==> config.mk <==
export PLATFORM = sky130hd
export DESIGN_NAME = yuv_plane_ssd_accumulator
export DESIGN_NICKNAME = d
export VERILOG_FILES = /design/src/rtl/yuvssd_pkg.sv /design/src/rtl/yuvssd_front.sv /design/src/rtl/yuvssd_fifo.sv /design/src/rtl/yuvssd_back.sv /design/src/rtl/yuv_plane_ssd_accumulator.sv
export VERILOG_INCLUDE_DIRS = /design/src /design/src/rtl
export SDC_FILE = /design/constraint.sdc
export NUM_CORES = 1
export LEC_CHECK = 0
export BUFFER_PORTS_ARGS = -buffer_cell sky130_fd_sc_hd__buf_2
export CAP_MARGIN = 5
export CORE_AREA = 2 2 187 189
export DETAILED_ROUTE_END_ITERATION = 6
export DIE_AREA = 0 0 189 191
export PLACE_DENSITY_LB_ADDON = 0.2
export REMOVE_ABC_BUFFERS = 1
export SYNTH_ARGS = -nofsm -noshare
export SYNTH_HDL_FRONTEND = slang
export SYNTH_SLANG_ARGS = --single-unit
==> constraint.sdc <==
create_clock -name clk -period 8.1 [get_ports clk]
set_input_delay 0.405 -clock clk [delete_from_list [all_inputs] [get_ports clk]]
set_output_delay 0.405 -clock clk [all_outputs]
set_load 0.05 [all_outputs]
==> src/rtl/yuv_plane_ssd_accumulator_assert.svh <==
// ----------------------------------------------------------------------------
// yuv_plane_ssd_accumulator_assert.svh
// Assertion macros shared by the plane SSD accumulator modules. Each macro
// samples on clk and is disabled while rst_n is low.
// ----------------------------------------------------------------------------
`ifndef YUV_PLANE_SSD_ACCUMULATOR_ASSERT_SVH
`define YUV_PLANE_SSD_ACCUMULATOR_ASSERT_SVH

// Check that the consequent holds in the same cycle as the antecedent
`define YUVSSD_ASSERT_SAME(lbl, ante, cons) \
    lbl: assert property (@(posedge clk) disable iff (!rst_n) (ante) |-> (cons)) \
        else $error("assertion failed");

// Check that the consequent holds in the cycle after the antecedent
`define YUVSSD_ASSERT_NEXT(lbl, ante, cons) \
    lbl: assert property (@(posedge clk) disable iff (!rst_n) (ante) |=> (cons)) \
        else $error("assertion failed");

`endif

==> src/rtl/yuvssd_pkg.sv <==
// ----------------------------------------------------------------------------
// yuvssd_pkg
// Shared types and constants for the per-plane SSD accumulator.
// ----------------------------------------------------------------------------
package yuvssd_pkg;

    // Configuration register port
    localparam int CFG_W     = 13;
    localparam int CFG_IDX_W = 2;

    localparam logic [CFG_IDX_W-1:0] REG_FRAME_WIDTH  = 2'd0;
    localparam logic [CFG_IDX_W-1:0] REG_FRAME_HEIGHT = 2'd1;
    localparam logic [CFG_IDX_W-1:0] REG_CHROMA_MODE  = 2'd2;

    localparam logic [CFG_W-1:0] FRAME_WIDTH_RST  = 13'd1920;
    localparam logic [CFG_W-1:0] FRAME_HEIGHT_RST = 13'd1080;

    // Chroma subsampling modes
    localparam int MODE_W = 2;
    localparam logic [MODE_W-1:0] YUV420 = 2'd0;
    localparam logic [MODE_W-1:0] YUV422 = 2'd1;
    localparam logic [MODE_W-1:0] YUV444 = 2'd2;

    // Plane codes
    localparam int PLANE_W = 2;
    localparam logic [PLANE_W-1:0] PLANE_Y = 2'd0;
    localparam logic [PLANE_W-1:0] PLANE_U = 2'd1;
    localparam logic [PLANE_W-1:0] PLANE_V = 2'd2;

    // Sum width
    localparam int SSD_W = 45;

    // Queue between front and back
    localparam int QUEUE_DEPTH = 4;

    // Parameter defaults
    localparam int MAX_WIDTH_DEF   = 4096;
    localparam int MAX_HEIGHT_DEF  = 4096;
    localparam int SAMPLE_BITS_DEF = 10;

    // Per-word control that travels with each difference
    typedef struct packed {
        logic               last;
        logic [PLANE_W-1:0] plane;
    } item_ctrl_t;

endpackage

==> src/rtl/yuvssd_front.sv <==
// ----------------------------------------------------------------------------
// yuvssd_front
// Holds the configuration, tracks raster position per plane, forms the
// absolute sample difference and tags each word with plane and last-of-plane.
// ----------------------------------------------------------------------------
`include "yuv_plane_ssd_accumulator_assert.svh"

module yuvssd_front #(
    parameter int MAX_WIDTH   = yuvssd_pkg::MAX_WIDTH_DEF,
    parameter int MAX_HEIGHT  = yuvssd_pkg::MAX_HEIGHT_DEF,
    parameter int SAMPLE_BITS = yuvssd_pkg::SAMPLE_BITS_DEF
) (
    input  logic                            clk,
    input  logic                            rst_n,
    input  logic                            cfg_valid,
    output logic                            cfg_ready,
    input  logic [yuvssd_pkg::CFG_IDX_W-1:0] cfg_index,
    input  logic [yuvssd_pkg::CFG_W-1:0]     cfg_data,
    input  logic                            sample_valid,
    output logic                            sample_ready,
    input  logic [SAMPLE_BITS-1:0]          ref_sample,
    input  logic [SAMPLE_BITS-1:0]          test_sample,
    output logic                            q_push,
    output logic [SAMPLE_BITS-1:0]          q_diff,
    output yuvssd_pkg::item_ctrl_t          q_ctrl,
    input  logic                            q_full
);

    localparam int CNT_X_W = $clog2(MAX_WIDTH);
    localparam int CNT_Y_W = $clog2(MAX_HEIGHT);
    localparam int DIM_X_W = $clog2(MAX_WIDTH + 1);
    localparam int DIM_Y_W = $clog2(MAX_HEIGHT + 1);
    localparam int CMP_X_W = (DIM_X_W > yuvssd_pkg::CFG_W) ? DIM_X_W : yuvssd_pkg::CFG_W;
    localparam int CMP_Y_W = (DIM_Y_W > yuvssd_pkg::CFG_W) ? DIM_Y_W : yuvssd_pkg::CFG_W;

    logic [yuvssd_pkg::CFG_W-1:0]   width_reg;
    logic [yuvssd_pkg::CFG_W-1:0]   height_reg;
    logic [yuvssd_pkg::MODE_W-1:0]  chroma_reg;
    logic [CNT_X_W-1:0]             col_reg;
    logic [CNT_Y_W-1:0]             row_reg;
    logic [yuvssd_pkg::PLANE_W-1:0] plane_reg;

    logic [CMP_X_W-1:0] w_clamp;
    logic [CMP_Y_W-1:0] h_clamp;
    logic [CMP_X_W-1:0] w_plane;
    logic [CMP_Y_W-1:0] h_plane;
    logic [CMP_X_W-1:0] pw;
    logic [CMP_Y_W-1:0] ph;
    logic [CNT_X_W-1:0] col_inc;
    logic [CNT_Y_W-1:0] row_inc;
    logic               row_end;
    logic               plane_end;
    logic               accept;

    // Config writes are always taken
    assign cfg_ready = 1'b1;

    always_ff @(posedge clk or negedge rst_n)
    begin
        if (!rst_n)
        begin
            width_reg  <= yuvssd_pkg::FRAME_WIDTH_RST;
            height_reg <= yuvssd_pkg::FRAME_HEIGHT_RST;
            chroma_reg <= yuvssd_pkg::YUV420;
        end
        else if (cfg_valid)
        begin
            unique case (cfg_index)
                yuvssd_pkg::REG_FRAME_WIDTH:  width_reg  <= cfg_data;
                yuvssd_pkg::REG_FRAME_HEIGHT: height_reg <= cfg_data;
                yuvssd_pkg::REG_CHROMA_MODE:
                    chroma_reg <= cfg_data[yuvssd_pkg::MODE_W-1:0];
                default: ;
            endcase
        end
    end

    // Clamp luma size to the supported maximum
    always_comb
    begin
        w_clamp = CMP_X_W'(width_reg);
        h_clamp = CMP_Y_W'(height_reg);
        if (w_clamp > CMP_X_W'(MAX_WIDTH))
            w_clamp = CMP_X_W'(MAX_WIDTH);
        if (h_clamp > CMP_Y_W'(MAX_HEIGHT))
            h_clamp = CMP_Y_W'(MAX_HEIGHT);
    end

    // Derive the current plane size; unused mode code acts as 4:4:4
    always_comb
    begin
        w_plane = w_clamp;
        h_plane = h_clamp;
        if (plane_reg != yuvssd_pkg::PLANE_Y)
        begin
            unique case (chroma_reg)
                yuvssd_pkg::YUV420:
                begin
                    w_plane = w_clamp >> 1;
                    h_plane = h_clamp >> 1;
                end
                yuvssd_pkg::YUV422:
                begin
                    w_plane = w_clamp >> 1;
                end
                default: ;
            endcase
        end
        pw = (w_plane == '0) ? CMP_X_W'(1) : w_plane;
        ph = (h_plane == '0) ? CMP_Y_W'(1) : h_plane;
    end

    // Classify the position: end of row, end of plane
    assign accept    = sample_valid && sample_ready;
    assign col_inc   = col_reg + CNT_X_W'(1);
    assign row_inc   = row_reg + CNT_Y_W'(1);
    assign row_end   = (col_inc == '0) || (CMP_X_W'(col_inc) >= pw);
    assign plane_end = row_end && ((row_inc == '0) || (CMP_Y_W'(row_inc) >= ph));

    // Advance raster position on each accepted word
    always_ff @(posedge clk or negedge rst_n)
    begin
        if (!rst_n)
        begin
            col_reg   <= '0;
            row_reg   <= '0;
            plane_reg <= yuvssd_pkg::PLANE_Y;
        end
        else if (accept)
        begin
            col_reg <= row_end ? '0 : col_inc;
            if (plane_end)
            begin
                row_reg   <= '0;
                plane_reg <= (plane_reg == yuvssd_pkg::PLANE_V) ? yuvssd_pkg::PLANE_Y
                                                                : plane_reg + 2'd1;
            end
            else if (row_end)
            begin
                row_reg <= row_inc;
            end
        end
    end

    // Push the difference and its tag into the queue
    assign sample_ready  = !q_full;
    assign q_push        = accept;
    assign q_diff        = (ref_sample >= test_sample) ? (ref_sample - test_sample)
                                                       : (test_sample - ref_sample);
    assign q_ctrl.last   = plane_end;
    assign q_ctrl.plane  = plane_reg;

    `YUVSSD_ASSERT_NEXT(a_plane_wrap,
        accept && plane_end && (plane_reg == yuvssd_pkg::PLANE_V),
        plane_reg == yuvssd_pkg::PLANE_Y)
    `YUVSSD_ASSERT_NEXT(a_row_restart, accept && row_end, col_reg == '0)
    `YUVSSD_ASSERT_NEXT(a_hold_position, !accept,
        $stable(col_reg) && $stable(row_reg) && $stable(plane_reg))

endmodule

==> src/rtl/yuvssd_fifo.sv <==
// ----------------------------------------------------------------------------
// yuvssd_fifo
// Short queue of tagged difference words between front and back.
// ----------------------------------------------------------------------------
module yuvssd_fifo #(
    parameter int WIDTH = 8,
    parameter int DEPTH = yuvssd_pkg::QUEUE_DEPTH
) (
    input  logic             clk,
    input  logic             rst_n,
    input  logic             push,
    input  logic [WIDTH-1:0] wdata,
    output logic             full,
    input  logic             pop,
    output logic [WIDTH-1:0] rdata,
    output logic             empty
);

    localparam int PTR_W = (DEPTH > 1) ? $clog2(DEPTH) : 1;
    localparam int CNT_W = $clog2(DEPTH + 1);

    logic [WIDTH-1:0] mem [DEPTH];
    logic [PTR_W-1:0] wr_ptr_reg;
    logic [PTR_W-1:0] rd_ptr_reg;
    logic [CNT_W-1:0] count_reg;

    assign full  = (count_reg == CNT_W'(DEPTH));
    assign empty = (count_reg == '0);
    assign rdata = mem[rd_ptr_reg];

    // Store pushed words
    always_ff @(posedge clk)
    begin
        if (push)
            mem[wr_ptr_reg] <= wdata;
    end

    // Advance pointers and occupancy
    always_ff @(posedge clk or negedge rst_n)
    begin
        if (!rst_n)
        begin
            wr_ptr_reg <= '0;
            rd_ptr_reg <= '0;
            count_reg  <= '0;
        end
        else
        begin
            if (push)
                wr_ptr_reg <= (wr_ptr_reg == PTR_W'(DEPTH - 1)) ? '0 : wr_ptr_reg + PTR_W'(1);
            if (pop)
                rd_ptr_reg <= (rd_ptr_reg == PTR_W'(DEPTH - 1)) ? '0 : rd_ptr_reg + PTR_W'(1);
            if (push && !pop)
                count_reg <= count_reg + CNT_W'(1);
            else if (pop && !push)
                count_reg <= count_reg - CNT_W'(1);
        end
    end

endmodule

==> src/rtl/yuvssd_back.sv <==
// ----------------------------------------------------------------------------
// yuvssd_back
// Squares each difference, accumulates per plane and holds the plane sum in
// an output register until the result word is taken.
// ----------------------------------------------------------------------------
`include "yuv_plane_ssd_accumulator_assert.svh"

module yuvssd_back #(
    parameter int SAMPLE_BITS = yuvssd_pkg::SAMPLE_BITS_DEF
) (
    input  logic                             clk,
    input  logic                             rst_n,
    input  logic                             q_empty,
    input  logic [SAMPLE_BITS-1:0]           q_diff,
    input  yuvssd_pkg::item_ctrl_t           q_ctrl,
    output logic                             q_pop,
    output logic                             result_valid,
    input  logic                             result_ready,
    output logic [yuvssd_pkg::PLANE_W-1:0]   plane,
    output logic [yuvssd_pkg::SSD_W-1:0]     plane_ssd,
    output logic                             frame_done
);

    localparam int SQ_W = 2 * SAMPLE_BITS;

    logic                             s1_valid_reg;
    logic [SQ_W-1:0]                  s1_sq_reg;
    yuvssd_pkg::item_ctrl_t           s1_ctrl_reg;
    logic [yuvssd_pkg::SSD_W-1:0]     acc_reg;
    logic                             out_valid_reg;
    logic [yuvssd_pkg::PLANE_W-1:0]   out_plane_reg;
    logic [yuvssd_pkg::SSD_W-1:0]     out_ssd_reg;

    logic                             s1_stall;
    logic                             s1_fire;
    logic [yuvssd_pkg::SSD_W-1:0]     sum;

    // Only a last-of-plane word waits on a full output register
    assign s1_stall = s1_valid_reg && s1_ctrl_reg.last && out_valid_reg && !result_ready;
    assign s1_fire  = s1_valid_reg && !s1_stall;
    assign q_pop    = !q_empty && !s1_stall;
    assign sum      = acc_reg + yuvssd_pkg::SSD_W'(s1_sq_reg);

    // Square stage
    always_ff @(posedge clk or negedge rst_n)
    begin
        if (!rst_n)
            s1_valid_reg <= 1'b0;
        else if (q_pop)
            s1_valid_reg <= 1'b1;
        else if (s1_fire)
            s1_valid_reg <= 1'b0;
    end

    always_ff @(posedge clk)
    begin
        if (q_pop)
        begin
            s1_sq_reg   <= SQ_W'(q_diff) * SQ_W'(q_diff);
            s1_ctrl_reg <= q_ctrl;
        end
    end

    // Accumulate; clear at the end of each plane
    always_ff @(posedge clk or negedge rst_n)
    begin
        if (!rst_n)
            acc_reg <= '0;
        else if (s1_fire)
            acc_reg <= s1_ctrl_reg.last ? '0 : sum;
    end

    // Result register
    always_ff @(posedge clk or negedge rst_n)
    begin
        if (!rst_n)
            out_valid_reg <= 1'b0;
        else if (s1_fire && s1_ctrl_reg.last)
            out_valid_reg <= 1'b1;
        else if (result_ready)
            out_valid_reg <= 1'b0;
    end

    always_ff @(posedge clk)
    begin
        if (s1_fire && s1_ctrl_reg.last)
        begin
            out_plane_reg <= s1_ctrl_reg.plane;
            out_ssd_reg   <= sum;
        end
    end

    assign result_valid = out_valid_reg;
    assign plane        = out_plane_reg;
    assign plane_ssd    = out_ssd_reg;
    assign frame_done   = (out_plane_reg == yuvssd_pkg::PLANE_V);

    `YUVSSD_ASSERT_NEXT(a_acc_clear, s1_fire && s1_ctrl_reg.last, acc_reg == '0)
    `YUVSSD_ASSERT_NEXT(a_result_load, s1_fire && s1_ctrl_reg.last,
        out_valid_reg && (out_ssd_reg == $past(sum)))
    `YUVSSD_ASSERT_SAME(a_done_on_v, result_valid,
        !frame_done || (plane == yuvssd_pkg::PLANE_V))

endmodule

==> src/rtl/yuv_plane_ssd_accumulator.sv <==
// ----------------------------------------------------------------------------
// yuv_plane_ssd_accumulator
// Per-plane sum of squared differences over a Y, U, V raster stream.
//
//   channel   signals                                  direction
//   sample    sample_valid/ready, ref_sample,          in
//             test_sample
//   result    result_valid/ready, plane, plane_ssd,    out
//             frame_done
//   cfg       cfg_valid/ready, cfg_index, cfg_data     in
//
// Takes one sample pair per cycle while the queue is not full. A plane
// result passes from the accepted last pair through the queue write and
// the square stage, then accumulates into the result register. Reset
// clears position, plane and sum and loads 1920 x 1080, 4:2:0. The result
// register stalls only the last word of a plane; the four-word queue then
// fills before sample_ready drops.
// ----------------------------------------------------------------------------
module yuv_plane_ssd_accumulator #(
    parameter int MAX_WIDTH   = yuvssd_pkg::MAX_WIDTH_DEF,
    parameter int MAX_HEIGHT  = yuvssd_pkg::MAX_HEIGHT_DEF,
    parameter int SAMPLE_BITS = yuvssd_pkg::SAMPLE_BITS_DEF
) (
    input  logic                              clk,
    input  logic                              rst_n,
    input  logic                              cfg_valid,
    output logic                              cfg_ready,
    input  logic [yuvssd_pkg::CFG_IDX_W-1:0]  cfg_index,
    input  logic [yuvssd_pkg::CFG_W-1:0]      cfg_data,
    input  logic                              sample_valid,
    output logic                              sample_ready,
    input  logic [SAMPLE_BITS-1:0]            ref_sample,
    input  logic [SAMPLE_BITS-1:0]            test_sample,
    output logic                              result_valid,
    input  logic                              result_ready,
    output logic [yuvssd_pkg::PLANE_W-1:0]    plane,
    output logic [yuvssd_pkg::SSD_W-1:0]      plane_ssd,
    output logic                              frame_done
);

    localparam int CTRL_W = $bits(yuvssd_pkg::item_ctrl_t);
    localparam int Q_W    = SAMPLE_BITS + CTRL_W;

    logic                   q_push;
    logic                   q_pop;
    logic                   q_full;
    logic                   q_empty;
    logic [SAMPLE_BITS-1:0] push_diff;
    yuvssd_pkg::item_ctrl_t push_ctrl;
    logic [Q_W-1:0]         pop_word;
    logic [SAMPLE_BITS-1:0] pop_diff;
    yuvssd_pkg::item_ctrl_t pop_ctrl;

    yuvssd_front #(
        .MAX_WIDTH   (MAX_WIDTH),
        .MAX_HEIGHT  (MAX_HEIGHT),
        .SAMPLE_BITS (SAMPLE_BITS)
    ) u_front (
        .clk          (clk),
        .rst_n        (rst_n),
        .cfg_valid    (cfg_valid),
        .cfg_ready    (cfg_ready),
        .cfg_index    (cfg_index),
        .cfg_data     (cfg_data),
        .sample_valid (sample_valid),
        .sample_ready (sample_ready),
        .ref_sample   (ref_sample),
        .test_sample  (test_sample),
        .q_push       (q_push),
        .q_diff       (push_diff),
        .q_ctrl       (push_ctrl),
        .q_full       (q_full)
    );

    yuvssd_fifo #(
        .WIDTH (Q_W),
        .DEPTH (yuvssd_pkg::QUEUE_DEPTH)
    ) u_fifo (
        .clk   (clk),
        .rst_n (rst_n),
        .push  (q_push),
        .wdata ({push_diff, push_ctrl}),
        .full  (q_full),
        .pop   (q_pop),
        .rdata (pop_word),
        .empty (q_empty)
    );

    // Split the queue word back into difference and tag
    assign pop_diff = pop_word[Q_W-1:CTRL_W];
    assign pop_ctrl = yuvssd_pkg::item_ctrl_t'(pop_word[CTRL_W-1:0]);

    yuvssd_back #(
        .SAMPLE_BITS (SAMPLE_BITS)
    ) u_back (
        .clk          (clk),
        .rst_n        (rst_n),
        .q_empty      (q_empty),
        .q_diff       (pop_diff),
        .q_ctrl       (pop_ctrl),
        .q_pop        (q_pop),
        .result_valid (result_valid),
        .result_ready (result_ready),
        .plane        (plane),
        .plane_ssd    (plane_ssd),
        .frame_done   (frame_done)
    );

endmodule

### Yosys cells after proc, flatten, opt, wreduce, memory -nomap -nowiden

Memory sizes are Yosys's and may differ from the RTL's.
Cells that the tools add are included.

* RAM bits: 52
* latch bits: 0
* word-level logic and storage cells: 102
* memory bits (read-only): 0
* output and inout bits: 51
* bits of input ports: 40
* flip-flop bits (word level): 178
* memories: 1

Memory list
* u_fifo.mem: depth 4, width 13, rd ports 1, clocked after memory_dff 0, write ports 1, line yuvssd_fifo.sv:22 `logic [WIDTH-1:0] mem [DEPTH];`

* bitwise logic cells: 0
* $add $sub $neg: 10
* eq/ne operators: 8
* reduce and logical (&&, ||, !) cells: 36
* multiplexer cells: 24
* multiply operators: 1
* divide/modulo/power cells: 0
* shift-type cells: 0
* magnitude comparators: 5

Operators by type and width (number)
* $mux W13: 8
* $add A45 B20 Y45: 1
* $mux W45: 1
* $mux W12: 3
* $ge A12 B13 Y1: 2
* $gt A13 B13 Y1 const B: 2
* $logic_not A13 Y1: 2
* $add A12 B1 Y12 const B: 2
* $logic_not A12 Y1: 2
* $mul A10 B10 Y20: 1
* $sub A10 B10 Y10: 2
* $eq A2 B2 Y1 const B: 5
* $ge A10 B10 Y1: 1
* $logic_and A1 B1 Y1: 10
* $mux W10: 1
* $reduce_and A2 Y1: 5
* $reduce_bool A2 Y1: 5
* $add A2 B1 Y2 const B: 3
* $logic_not A1 Y1: 6
* $mux W1: 6
* $mux W2: 3
* $mux W3: 2
* $eq A2 B1 Y1 const B: 2
* $logic_not A2 Y1: 2
* other kinds (6): 7

### Depth between registers and ports, before layout

* depth after elaboration: 11
* depth in mapped cells: 24
* mapped depth without buffers: 22

### Hierarchy

From an unflattened synthesis, not the netlist that was laid out.

* cells, all modules: 1456
* area, all modules: 15492.4 um2

By module, submodules not included
* yuvssd_back: cells each 816, sequential area each 3248.1 um2, times used 1, area each 8518.2 um2
* yuvssd_front: cells each 535, sequential area each 1361.3 um2, times used 1, area each 4652.0 um2
* yuvssd_fifo: cells each 105, sequential area each 1736.7 um2, times used 1, area each 2322.2 um2

### Worst setup path before layout

Ideal clock, no wire load.

* kind: register to register
* from: register u_fifo.rd_ptr_reg[0]
* to: register u_back.s1_sq_reg[19], data pin
* required time: 7.842 ns
* period minus slack after synthesis: 6.481 ns
* path slack: 1.619 ns
* library setup time: 0.258 ns
* cell stages (with the launch flop): 24
* arrival: 6.224 ns
* buffers on the path: 2
* cells stage by stage: dfrtp_1 > buf_6 > clkbuf_1 > mux4_2 > and2_1 > fa_1 > inv_1 > fa_1 > inv_1 > ha_1 > fa_1 > inv_1 > fa_1 > inv_1 > ha_1 > and4_1 > and3_4 > o31ai_4 > a311oi_1 > o41a_1 > a21oi_2 > o21ba_2 > o21ai_2 > xnor2_1

* cells in the longest elaborated chain, start to end: 2

Ends and longest elaborated chain
* from (decl): line yuvssd_fifo.sv:24 `logic [PTR_W-1:0] rd_ptr_reg;`
* from (signal assigned): line yuvssd_fifo.sv:52 `rd_ptr_reg <= (rd_ptr_reg == PTR_W'(DEPTH - 1)) ? '0 : rd_ptr_reg + PTR_W'(1);`
* $mem_v2 Z4 W13
* $mul A10 B10 Y20: line yuvssd_back.sv:59 `s1_sq_reg <= SQ_W'(q_diff) * SQ_W'(q_diff);`
* to (signal assigned): line yuvssd_back.sv:59
* to (decl): line yuvssd_back.sv:27 `logic [SQ_W-1:0] s1_sq_reg;`

Every way passes these cells.
A chain may end at the register's enable or synchronous reset.

### Worst setup path in the final report

Ends and elaborated chain as after synthesis.

==> impl_summary.md <==
Layout
The number of nets in the finished design is 1658. Of the cells placed in the final design, the portion with a size suffix greater than 1 is about 14%. The area growth from synthesis to layout is 11.51%. The repair_antennas step left the layout with diodes totalling 0. Leaving out fill and tap cells, the most frequent cells in the layout are 145 x nand2_1, 127 x inv_1, 121 x edfxtp_1. The library cell used most frequently in the layout, excluding fill and tap cells, is nand2_1.

The register with the most flip-flops in the layout has 52 of them.

CTS
The clock passes through at most 3 buffers. The total of hold buffers inserted after clock tree synthesis is 0. The count of clock tree sinks is 229. In this run the number of H-tree levels came out at 1. Once the clock tree was built, the resizer swapped 0 gates to a different size. The number of CTS-inserted buffers is 25. The clock transition time at the flip-flop clock pins of the worst setup and hold paths is 60 ps.

The cell at the root of the clock tree is clkbuf_16. The clock insertion delay at the later pin of the skew report is 520 ps. TritonCTS built the clock tree. Once the clock tree was built, the setup fixing pass inserted 0 buffers.

Synth
The Yosys step of the flow raised 0 warnings. After synthesis the netlist holds a flip-flop and latch count of 229. The count of unique library cells instantiated by Yosys is 74. The most used flip-flop cell after synthesis is edfxtp_1. The count of flip-flops with a built-in enable after synthesis is 121. The sequential cell area fraction in the yosys report is 42.71%. In this run the cell area of the synthesized design comes to about 0.015 mm2. Synthesis produced a netlist whose cell count is 1373.

In the synthesized netlist the async set-or-reset flop fraction comes to 47.16%. In this run the mean area of a mapped cell was 10.82 um2.

Global routing
The remaining global-route overflow is 0. The largest net degree at the start of global routing is 64. The number of global-route vias before repair came to 9889. The first global-routing pass estimated 49030 um of wire. The initial antenna violation count is 0. Across every metal layer, demand over resource in global routing totals 16.42%.

Critical path
The worst setup path is launched from a flop. The critical path goes through mux4_2 -> and2_1 -> fa_1 -> inv_1 -> fa_1 -> inv_1 -> ha_1 -> fa_1 -> inv_1 -> fa_1 -> inv_1 -> ha_1 -> and4_1 -> and3_4 -> o31ai_4 -> a311oi_1 -> o41a_1 -> a21oi_2 -> o21ba_2 -> o21ai_2 -> xnor2_1. Data arrives at the worst endpoint at 7000 ps. The worst register-to-register path has a setup slack of 1360 ps. The most critical setup path has its startpoint at u_fifo.rd_ptr_reg[0]. The cell with the largest stage delay on the worst path is dfrtp_1. The path type of the worst setup path is flop to flop. The stage delay of the slowest cell on the critical path is 900 ps.

The startpoint of the worst-slack reg-to-reg timing path is u_fifo.rd_ptr_reg[0]. The data required time at the worst endpoint is 8370 ps. STA classifies the critical path endpoint as a flop. Of all nets on the critical path, the largest fanout is 16.

Floorplanning
The number of rows created at floorplan is between 60 and 70. The floorplan die height is approximately 190 um. In this run the standard cell core region covers 0.03412 mm2. The horizontal die dimension is 189 um. Once the floorplan was initialized, standard cells occupied a little over two fifths of the core. During I/O placement, the number of pins put on the boundary was 91. The full die area is 0.03610 mm2.

Detailed routing
Using the TritonRoute via totals, the vias-per-cell ratio works out to 5.260. The detailed router's first-iteration violation count is 441. In the routed design, unresolved DRC markers number 0. For this block, the routed nets add up to between 20000 and 30000 um of wire.

The via count of the routed design is 10120. In the final routed layout, each cell accounts on average for 14.99 um. The total iterations of the first detailed-routing run is 5. The count of nets left with antenna violations once routing finished came out at 0.

Timing
The final number of hold-violating endpoints is 5. The post-route setup TNS is 0 ps. Clock skew on the completed layout was measured at 9.350 ps. Setup violations remaining at the end of the flow were counted as 0.

Setup repair after global routing left no endpoint under its margin. In this run the tightest slew margin relative to its limit is 21.50%. At the pin with the least slew margin, the transition time is around 1200 ps.

The worst hold-check slack is -8.675 ps. After layout, the worst path uses between 80% and 90% of the clock period. The count of final max-slew check failures is 0. Counting I/O delays and the setup requirement, the final critical path takes 6738 ps. For this run, the top clock speed supported by timing is about 150 MHz.

Place
The wire-length estimate of the detail-placed layout is 21240 um. The final estimated routing congestion in global placement is 0.8478. The count of buffers added on input and output ports is 89.

Status
The run finished, with violations left. The checks that failed: hold timing.

Hold path
The path type of the worst min-delay path is input port to asynchronous set/reset pin.

Job
The number of max-cap violations is 0.
==> synth_stat cells, types with 5 or more instances <==
| cell type | number | area share [%] |
|---|---|---|
| mux4_2 | 13 | 2.0 |
| or4_1 | 7 | 0.35 |
| and3_1 | 16 | 0.67 |
| and2_1 | 35 | 1.5 |
| mux2_2 | 35 | 2.7 |
| o21ai_1 | 19 | 0.64 |
| a311o_1 | 5 | 0.34 |
| nor3_1 | 15 | 0.51 |
| dfstp_2 | 8 | 1.4 |
| dfrtp_1 | 100 | 17 |
| a31oi_1 | 8 | 0.34 |
| nand2b_1 | 17 | 0.72 |
| nand3_1 | 36 | 1.2 |
| nor3b_1 | 7 | 0.35 |
| a21oi_1 | 41 | 1.4 |
| xnor2_1 | 61 | 3.6 |
| ha_1 | 118 | 9.9 |
| nor2b_1 | 18 | 0.76 |
| clkbuf_1 | 36 | 0.91 |
| mux2i_1 | 15 | 1.0 |
| a21o_1 | 47 | 2.4 |
| edfxtp_1 | 121 | 24 |
| a22o_1 | 17 | 1.0 |
| nand2_1 | 145 | 3.7 |
| a211oi_1 | 5 | 0.25 |
| o211ai_1 | 5 | 0.25 |
| o31ai_1 | 14 | 0.71 |
| inv_1 | 128 | 3.2 |
| nand4_1 | 19 | 0.80 |
| o311ai_1 | 9 | 0.53 |
| a221oi_1 | 5 | 0.29 |
| fa_1 | 50 | 6.7 |
| o21ai_0 | 40 | 1.3 |
| nor4_1 | 5 | 0.21 |
| nor2_1 | 49 | 1.2 |
| xor2_1 | 34 | 2.0 |
==> critical path, delay by kind of cell (launching register included) <==
kind            cells  cell delay [ps]
flops               1              900
fa+ha+maj           6             2710
buf+inv             4              180
compound gates      6             1210
xor+xnor            1              130
mux                 1              740
simple gates        3              600
==> layout make-up <==
type                       count  area, um2
fill                        3187      17550
multi-input combinational    971       7854
sequential                   229       6346
clock buffer                  31      668.1
tap                          455      569.3
timing repair buffer          94      485.5
inverter                     129      484.2
clock inverter                14      162.7
==> cell families (layout without fill, tap and decap cells) <==
kind of cell               after synthesis  after routing  share of synthesized area (%)
xor gates and xnor gates                95             95                          5.600
muxes                                   64             64                          5.709
DFF                                    229            229                          42.71
AOI/OAI and AO/OA                      252            252                          11.71
other                                    1              1                        0.02524
and+or+nand+nor                        391            391                          13.10
buffers and inverters                  173            268                          4.471
adders and majority gates              168            168                          16.67
==> layer usage <==
layer | vias to the layer above | global-route usage [%] | wire length (um)
li1 | 5031 | - | -
met1 | 4871 | 23.11 | 14070
met2 | 174 | 27.09 | 13200
met3 | 39 | 2.221 | 1039
met4 | 0 | 3.546 | 524
met5 | - | 0 | 0
==> worst paths after layout <==
check	endpoint	cells after the start
setup / recovery	u_back.s1_sq_reg[19]	21
hold / removal	u_front.width_reg[4]	1
setup reg to reg	u_back.s1_sq_reg[19]	21
hold reg to reg	u_back.plane[1]	0
max in group asynchronous	u_front.height_reg[12]	2
min in group clk	u_back.result_valid	2
==> per-stage QoR <==
stage | setup slack, ps | util, % | cell area, um2 | instances
3_3_place_gp | 1348 | 46.13 | 15740 | 1878
5_1_grt | 960.2 | 48.57 | 16570 | 1923
6_report | 1362 | 48.57 | 16570 | 1923
2_1_floorplan | 1739 | - | 14680 | 1329
3_5_place_dp | 1282 | 46.13 | 15740 | 1878
4_1_cts | 1264 | 48.57 | 16570 | 1923
Power is not shown: default switching activity piles up to over one toggle a cycle in this logic, so the estimate is an artifact.
